===== src/hw/rtl/salru_pkg.sv =====
`default_nettype none
package salru_pkg;

	// Field widths of the access and result ports
	localparam int ADDR_W  = 32;
	localparam int COUNT_W = 32;

	// Default cache geometry
	localparam int WAYS_DEF        = 2;
	localparam int BLOCK_BYTES_DEF = 64;
	localparam int CACHE_BYTES_DEF = 1 * 1024;
	localparam int ADDR_BITS_DEF   = 32;

	// Commands from the controller to the datapath
	typedef struct packed {
		logic load;     // capture the address of a new transaction
		logic read;     // read the set row into the row registers
		logic resolve;  // compare, pick the way, write back, update counters
	} cmd_t;

endpackage
`default_nettype wire


===== src/hw/rtl/salru_ctrl.sv =====
`default_nettype none
module salru_ctrl (
	input  wire logic           clk,
	input  wire logic           arst_n,
	input  wire logic           start,
	output logic                busy,
	output logic                done,
	output salru_pkg::cmd_t     cmd
);

	typedef enum logic [1:0] {
		ST_IDLE,
		ST_READ,
		ST_RESOLVE
	} state_t;

	state_t state_q;
	logic   done_q;

	// Advance through read and resolve for each accepted transaction
	always_ff @(posedge clk or negedge arst_n) begin
		if (!arst_n) begin
			state_q <= ST_IDLE;
			done_q  <= 1'b0;
		end else begin
			done_q <= (state_q == ST_RESOLVE);
			unique case (state_q)
				ST_IDLE: begin
					if (start) state_q <= ST_READ;
				end
				ST_READ:    state_q <= ST_RESOLVE;
				ST_RESOLVE: state_q <= ST_IDLE;
				default:    state_q <= ST_IDLE;
			endcase
		end
	end

	// Decode commands from the current state
	always_comb begin
		cmd.load    = (state_q == ST_IDLE) && start;
		cmd.read    = (state_q == ST_READ);
		cmd.resolve = (state_q == ST_RESOLVE);
	end

	assign busy = (state_q != ST_IDLE);
	assign done = done_q;

endmodule
`default_nettype wire


===== src/hw/rtl/salru_dp.sv =====
`default_nettype none
module salru_dp #(
	parameter int WAYS        = salru_pkg::WAYS_DEF,
	parameter int BLOCK_BYTES = salru_pkg::BLOCK_BYTES_DEF,
	parameter int CACHE_BYTES = salru_pkg::CACHE_BYTES_DEF,
	parameter int ADDR_BITS   = salru_pkg::ADDR_BITS_DEF
) (
	input  wire logic                          clk,
	input  wire logic                          arst_n,
	input  wire salru_pkg::cmd_t               cmd,
	input  wire logic [salru_pkg::ADDR_W-1:0]  address,
	output logic                               hit,
	output logic                               way_used,
	output logic                               evicted,
	output logic [salru_pkg::COUNT_W-1:0]      access_count,
	output logic [salru_pkg::COUNT_W-1:0]      miss_count
);

	localparam int AW       = salru_pkg::ADDR_W;
	localparam int CW       = salru_pkg::COUNT_W;
	localparam int NUM_SETS = CACHE_BYTES / (BLOCK_BYTES * WAYS);
	localparam int OFF_W    = $clog2(BLOCK_BYTES);
	localparam int SET_BITS = $clog2(NUM_SETS);
	localparam int SET_W    = (SET_BITS > 0) ? SET_BITS : 1;
	localparam int EFF_AW   = (ADDR_BITS < AW) ? ADDR_BITS : AW;
	localparam int TAG_BITS = EFF_AW - OFF_W - SET_BITS;
	localparam int TAG_W    = (TAG_BITS > 0) ? TAG_BITS : 1;
	localparam int WAY_W    = (WAYS > 1) ? $clog2(WAYS) : 1;
	localparam int RANK_W   = WAY_W;
	localparam logic [AW-1:0] ADDR_MASK =
		(EFF_AW >= AW) ? {AW{1'b1}} : ((AW'(1) << EFF_AW) - AW'(1));
	localparam logic [RANK_W-1:0] RANK_TOP = RANK_W'(WAYS - 1);
	localparam logic [CW-1:0]     COUNT_MAX = {CW{1'b1}};

	typedef logic [WAYS-1:0][TAG_W-1:0]  tag_row_t;
	typedef logic [WAYS-1:0][RANK_W-1:0] rank_row_t;

	// Tag memory; valid bits and ranks are flops, valid bits cleared and ranks set to the way index at reset
	tag_row_t  tag_mem [NUM_SETS];
	logic [WAYS-1:0] valid_q [NUM_SETS];
	rank_row_t rank_q [NUM_SETS];

	logic [AW-1:0]    addr_q;
	logic [AW-1:0]    addr_eff;
	logic [AW-1:0]    addr_shift;
	logic [AW-1:0]    tag_full;
	logic [SET_W-1:0] set_idx;
	logic [TAG_W-1:0] tag;

	tag_row_t        row_tag_q;
	logic [WAYS-1:0] row_valid_q;
	rank_row_t       row_rank_q;

	logic [CW-1:0] acc_q;
	logic [CW-1:0] miss_q;

	logic             hit_c;
	logic             any_inv;
	logic [WAY_W-1:0] hit_way;
	logic [WAY_W-1:0] inv_way;
	logic [WAY_W-1:0] lru_way;
	logic [WAY_W-1:0] way_c;
	logic             evict_c;
	logic [RANK_W-1:0] way_rank;
	rank_row_t        rank_new;
	logic [WAYS-1:0]  valid_new;
	tag_row_t         tag_new;
	logic [CW-1:0]    acc_next;
	logic [CW-1:0]    miss_next;

	// Split the address into set index and tag
	always_comb begin
		addr_eff   = address & ADDR_MASK;
		addr_shift = addr_q >> OFF_W;
		tag_full   = (addr_q & ADDR_MASK) >> (OFF_W + SET_BITS);
		set_idx    = (SET_BITS > 0) ? addr_shift[SET_W-1:0] : '0;
		tag        = tag_full[TAG_W-1:0];
	end

	// Hold the address of the transaction
	always_ff @(posedge clk) begin
		if (cmd.load) addr_q <= addr_eff;
	end

	// Read the tag row of the set and write back the updated row
	always_ff @(posedge clk) begin
		if (cmd.read) row_tag_q <= tag_mem[set_idx];
		if (cmd.resolve) tag_mem[set_idx] <= tag_new;
	end

	// Pick hit way, lowest invalid way and least recent way
	always_comb begin
		hit_c   = 1'b0;
		any_inv = 1'b0;
		hit_way = '0;
		inv_way = '0;
		lru_way = '0;
		for (int w = WAYS - 1; w >= 0; w--) begin
			if (row_valid_q[w] && (row_tag_q[w] == tag)) begin
				hit_c   = 1'b1;
				hit_way = WAY_W'(w);
			end
			if (!row_valid_q[w]) begin
				any_inv = 1'b1;
				inv_way = WAY_W'(w);
			end
			if (row_rank_q[w] == '0) lru_way = WAY_W'(w);
		end
		priority if (hit_c) way_c = hit_way;
		else if (any_inv)   way_c = inv_way;
		else                way_c = lru_way;
		evict_c = !hit_c && !any_inv;
	end

	// Build the updated row: ranks, valid bits and tags, and the next counter values
	always_comb begin
		way_rank  = row_rank_q[way_c];
		rank_new  = row_rank_q;
		valid_new = row_valid_q;
		tag_new   = row_tag_q;
		for (int v = 0; v < WAYS; v++) begin
			if (WAY_W'(v) == way_c) begin
				rank_new[v]  = RANK_TOP;
				valid_new[v] = 1'b1;
				if (!hit_c) tag_new[v] = tag;
			end else if (row_rank_q[v] > way_rank) begin
				rank_new[v] = row_rank_q[v] - RANK_W'(1);
			end
		end
		acc_next  = (acc_q == COUNT_MAX) ? acc_q : acc_q + CW'(1);
		miss_next = (hit_c || (miss_q == COUNT_MAX)) ? miss_q : miss_q + CW'(1);
	end

	// Reset and write back valid bits, ranks and counters
	always_ff @(posedge clk or negedge arst_n) begin
		if (!arst_n) begin
			for (int s = 0; s < NUM_SETS; s++) begin
				valid_q[s] <= '0;
				for (int w = 0; w < WAYS; w++) begin
					rank_q[s][w] <= RANK_W'(w);
				end
			end
			acc_q  <= '0;
			miss_q <= '0;
		end else if (cmd.resolve) begin
			valid_q[set_idx] <= valid_new;
			rank_q[set_idx]  <= rank_new;
			acc_q            <= acc_next;
			miss_q           <= miss_next;
		end
	end

	// Capture the set row and the result fields
	always_ff @(posedge clk) begin
		if (cmd.read) begin
			row_valid_q <= valid_q[set_idx];
			row_rank_q  <= rank_q[set_idx];
		end
		if (cmd.resolve) begin
			hit          <= hit_c;
			way_used     <= way_c[0];
			evicted      <= evict_c;
			access_count <= acc_next;
			miss_count   <= miss_next;
		end
	end

endmodule
`default_nettype wire


===== src/hw/rtl/set_assoc_cache_lru_tags_core.sv =====
// Tag store of a set-associative cache with true LRU replacement.
//
// Access channel: drive address and raise start; the transaction is taken
// at a rising edge where start is high and busy is low. busy stays high
// while the transaction is looked up and written back.
// Result channel: done is high for exactly one cycle with hit, way_used,
// evicted, access_count and miss_count valid in that cycle. The receiver
// cannot stall; the result fields hold until the next access is resolved.
// Sequence: the accepting edge captures the address, the set row is then read
// from the tag memory, and the compare and write back registers done with the
// results. A new access is taken only once the last one is through; the
// next start is taken in the cycle that done is shown. The tag memory has a
// single port, read then written once per access.
// Reset: arst_n low clears all valid bits, sets the recency rank of way w
// to w in every set and clears both counters; no clearing pass is run,
// so start is taken as soon as reset is released.
`default_nettype none
module set_assoc_cache_lru_tags_core #(
	parameter int WAYS        = salru_pkg::WAYS_DEF,
	parameter int BLOCK_BYTES = salru_pkg::BLOCK_BYTES_DEF,
	parameter int CACHE_BYTES = salru_pkg::CACHE_BYTES_DEF,
	parameter int ADDR_BITS   = salru_pkg::ADDR_BITS_DEF
) (
	input  wire logic                          clk,
	input  wire logic                          arst_n,
	input  wire logic                          start,
	output logic                               busy,
	input  wire logic [salru_pkg::ADDR_W-1:0]  address,
	output logic                               done,
	output logic                               hit,
	output logic                               way_used,
	output logic                               evicted,
	output logic [salru_pkg::COUNT_W-1:0]      access_count,
	output logic [salru_pkg::COUNT_W-1:0]      miss_count
);

	salru_pkg::cmd_t cmd;

	// Sequence each transaction
	salru_ctrl u_ctrl (
		.clk    (clk),
		.arst_n (arst_n),
		.start  (start),
		.busy   (busy),
		.done   (done),
		.cmd    (cmd)
	);

	// Tag lookup, replacement and counters
	salru_dp #(
		.WAYS        (WAYS),
		.BLOCK_BYTES (BLOCK_BYTES),
		.CACHE_BYTES (CACHE_BYTES),
		.ADDR_BITS   (ADDR_BITS)
	) u_dp (
		.clk          (clk),
		.arst_n       (arst_n),
		.cmd          (cmd),
		.address      (address),
		.hit          (hit),
		.way_used     (way_used),
		.evicted      (evicted),
		.access_count (access_count),
		.miss_count   (miss_count)
	);

endmodule
`default_nettype wire


===== config.mk =====
export PLATFORM = sky130hd
export DESIGN_NAME = set_assoc_cache_lru_tags_core
export DESIGN_NICKNAME = d
export VERILOG_FILES = /design/src/hw/rtl/salru_pkg.sv /design/src/hw/rtl/salru_ctrl.sv /design/src/hw/rtl/salru_dp.sv /design/src/hw/rtl/set_assoc_cache_lru_tags_core.sv
export SDC_FILE = /design/constraint.sdc
export NUM_CORES = 1
export LEC_CHECK = 0
export BUFFER_PORTS_ARGS = -buffer_cell sky130_fd_sc_hd__buf_2
export CAP_MARGIN = 30
export CORE_MARGIN = 1
export CORE_UTILIZATION = 50
export DETAILED_ROUTE_END_ITERATION = 10
export MAX_ROUTING_LAYER = met4
export PLACE_DENSITY = 0.72
export SLEW_MARGIN = 5
export SYNTH_ARGS = -nofsm -noshare
export SYNTH_HDL_FRONTEND = slang
export SYNTH_SLANG_ARGS = --single-unit

===== constraint.sdc =====
create_clock -name clk -period 5.2 [get_ports clk]
set_clock_uncertainty 0.1 [all_clocks]
set_input_delay 0.26 -clock clk [delete_from_list [all_inputs] [get_ports clk]]
set_output_delay 0.26 -clock clk [all_outputs]
set_load 0.1 [all_outputs]

==> impl_metrics.tcl <==
set metrics [dict create \
    run_status "completed" \
    fin_setup_tns_ns 0 \
    cellPowerDensity_mw_per_mm2 418 \
    transition_time_at_the_pin_with_the_least_slew_margin_ns 0.993 \
    core.rowCount 81 \
    antenna_found_initial 0 \
    internal-power_mw 8.89 \
    min-delay-path-class "input port to async pin" \
    io_buffer_count 97 \
    postSynth.topFlopCell "edfxtp_1" \
    synth_cell_count_leaders "edfxtp_1 (511), mux4_2 (100), xnor2_1 (100)" \
    crit_chain "xor2_1, nor4_1, nand4_1, or3b_4, o31a_4, nand3_4, mux2_1" \
    cts.path.max_buffers 3 \
    synth.avg_cell_area_um2 17.7 \
    clock_insertion_delay_worst_skew_ns 0.63 \
    n_fill_cell 3670 \
    power.share.switching 0.254 \
    drv_slew 0 \
    dr.first_iter.drc_count 1322 \
    synth.area.top_cells "edfxtp_1 (61%), dfrtp_1 (9.1%), mux4_2 (9.0%)" \
    tritoncts.num_buffers 59 \
    critical_path.max_fanout 48 \
    netlist_instances 1409 \
    path_class "flop to flop" \
    detailedRoute.firstPassIterationCount 5 \
    final_estimated_routing_congestion_in_global_placement 0.863 \
    yosys.cell_count.top_type "edfxtp_1" \
    critPathLaunch "u_dp.addr_q[13]$_DFFE_PP_" \
    cp_data_arrival_time_ns 3.88 \
    cts_post_setup_buffers_inserted 0 \
    ff_latch_count_synth 610 \
    syn-cell-area_mm2 0.0250 \
    path_clk_slew_ns 0.06 \
    critical-path-top-delay-family "simple AND/OR/NAND/NOR gates" \
    die_area_mm2 0.0509 \
    crit_path_top_delay_cell "nor4_1" \
    share_of_synthesized_area_occupied_by_flip_flops_and_latches 0.714 \
    final.min_clock_period_ns 3.66 \
    cts_hold_buffers 28 \
    r2r_start "u_dp.addr_q[13]$_DFFE_PP_" \
    count_of_flip_flops_with_a_built_in_enable_after_synthesis 511 \
    layout-drive-gt1-share 0.272 \
    dr_drc_count 0 \
    power.static_leakage_nw 9.80 \
    seq_area_mm2 0.0178 \
    gr-total-overflow 0 \
    die_span_in_y_um 226 \
    multi_input_comb_area_mm2 0.00687 \
    cp.buffers_inverters 0 \
    yosys.area.top_type "edfxtp_1" \
    total_via_count_in_the_routed_design 12868 \
    max_slew_margin 0.338 \
    seq_power_share 0.507 \
    syn-num-nets 1446 \
    final_hold_viol_count 0 \
    crit_path_max_incr_delay_ns 0.58 \
    dpl_cell_area_mm2 0.0263 \
    postCtsResizedCells 0 \
    fin_crit_sh 0.703 \
    p_clk_frac 0.361 \
    fin_area_mm2 0.0285 \
    core_area_mm2 0.0492 \
    area_growth_synth_to_finish_pct 14.2 \
    switching_component_of_the_power_mw 3.03 \
    grt_pass1_vias 13024 \
    rsz0062_at_grt "no" \
    die_x_um 226 \
    initial_core_util 0.508 \
    synth_largest_type_area_fraction 0.614 \
    detail_route.vias_per_cell 5.67 \
    postRouteAntennaNets 0 \
    clock_sinks 610 \
    dp.final_hpwl_um 27200 \
    netlist-cell-type-count 50 \
    floorplan.io_pins 104 \
    pin_count_of_the_biggest_net_entering_global_routing 107 \
    worst_setup_path_start_kind "flop" \
    async_flop_share 0.162 \
    setup_viol_count_final 0 \
    totalWireLength_um 49700 \
    h_tree_lvl_count 2 \
    fmax_mhz 273 \
    timing.critical_path.to_type "flop" \
    grt_first_pass_wirelength_um 76200 \
    worstPathRequired_ns 5.43 \
    hold-worst-slack_ns 0.158 \
    finalPower_mw 11.9 \
    avgRoutedWirePerCell_um 21.9 \
    clockRootBuffer "clkbuf_16" \
    nets 1593 \
    vdd.ir_drop.worst_uv 289 \
    tritoncts "done" \
    cap_violations 0 \
    n_antenna_cell 0 \
    grtUsageTotal 0.208 \
    yosys_warnings 0 \
    p_comb_frac 0.131 \
]
power by group through the flow:
stage          clock [mW]  combinational, mW  sequential, mW
4_1_cts              4.40               1.58            6.05
5_1_grt              4.58               1.69            6.08
6_report             4.31               1.57            6.05
2_1_floorplan           0              0.887            6.41
3_3_place_gp            0               1.51            6.12
3_5_place_dp            0               1.56            6.14
path summary, 6_finish.rpt:
check / to / cells after the start / slack [ns]
worst max register to register: u_dp.tag_mem[1][44]$_DFFE_PP_ / 7 / 1.54
worst max-delay path: u_dp.tag_mem[1][44]$_DFFE_PP_ / 7 / 1.54
min in group clk: u_dp.addr_q[27]$_DFFE_PP_ / 2 / 0.25
worst min register to register: u_dp.rank_q[9]$_DFFE_PN1P_ / 2 / 0.40
worst min-delay path: u_dp.acc_q[9]$_DFFE_PN0P_ / 2 / 0.16
max in group asynchronous: u_ctrl.state_q[0]$_DFFE_PN0P_ / 3 / 3.78
metrics by stage:
stage               cells   util  worst slack, ns
global route         2270  0.581             1.50
detailed placement   2130  0.534             1.58
finish               2270  0.581             1.54
global placement     2129  0.534             1.63
CTS                  2269  0.580             1.58
floorplan            1409      -           0.0446
cells by family (layout without fill, tap and decap cells):
logic type | count (synthesis) | after routing | share of synthesized area
XOR/XNOR | 170 | 170 | 0.0596
flip-flops | 610 | 610 | 0.714
adder cells (fa/ha/maj) | 2 | 2 | 0.00100
AND/OR/NAND/NOR | 323 | 323 | 0.0679
AO/OA/AOI/OAI | 38 | 38 | 0.00912
buffers and inverters | 67 | 264 | 0.0138
multiplexers | 199 | 199 | 0.135
state kept, by name (all words and copies together), names as in the netlist, 2 cells and up:
| signal | count |
|---|---|
| u_dp.tag_mem | 368 |
| u_dp.row_tag_q | 46 |
| u_dp.acc_q | 32 |
| u_dp.access_count | 32 |
| u_dp.miss_count | 32 |
| u_dp.miss_q | 32 |
| u_dp.addr_q | 26 |
| u_dp.rank_q | 16 |
| u_dp.valid_q | 16 |
| u_ctrl.state_q | 2 |
| u_dp.row_rank_q | 2 |
| u_dp.row_valid_q | 2 |
routing by layer:
metal  track usage  part of all wire  vias up
met5             -                 0        -
met4        0.0720             0.024        0
met3        0.0377             0.069       92
met2         0.315              0.47      459
met1         0.285              0.44     6542
li1              -                 -     5775
worst register-to-register path: stages (launching register included):
cell	delay, ns
edfxtp_1	0.44
xor2_1	0.25
nor4_1	0.59
nand4_1	0.19
or3b_4	0.47
o31a_4	0.30
nand3_4	0.54
mux2_1	0.49
layout make-up:
class,instances,area share
clock buffers,74,0.0559
clock inverters,37,0.0134
inverters,7,0.000965
multi-input cells,732,0.241
flip-flops and latches,610,0.625
well taps,664,0.0291
repair buffers,146,0.0349
placed cells by master, fill, tap and decap left out, drive strengths merged, types with 8 or more instances in the layout:
| master | n |
|---|---|
| buf | 118 |
| nor2 | 74 |
| a31oi | 8 |
| edfxtp | 511 |
| clkinv | 25 |
| dfstp | 8 |
| nand3 | 49 |
| xnor2 | 100 |
| clkbuf | 74 |
| and3 | 16 |
| xor2 | 70 |
| nor4 | 22 |
| mux4 | 100 |
| dfrtp | 91 |
| dlygate4sd3 | 28 |
| mux2 | 99 |
| and4 | 8 |
| nand2 | 63 |
| nor3 | 19 |
| a21oi | 25 |
| nand4 | 37 |
| or3 | 10 |
(Power assumes the default switching activity.)
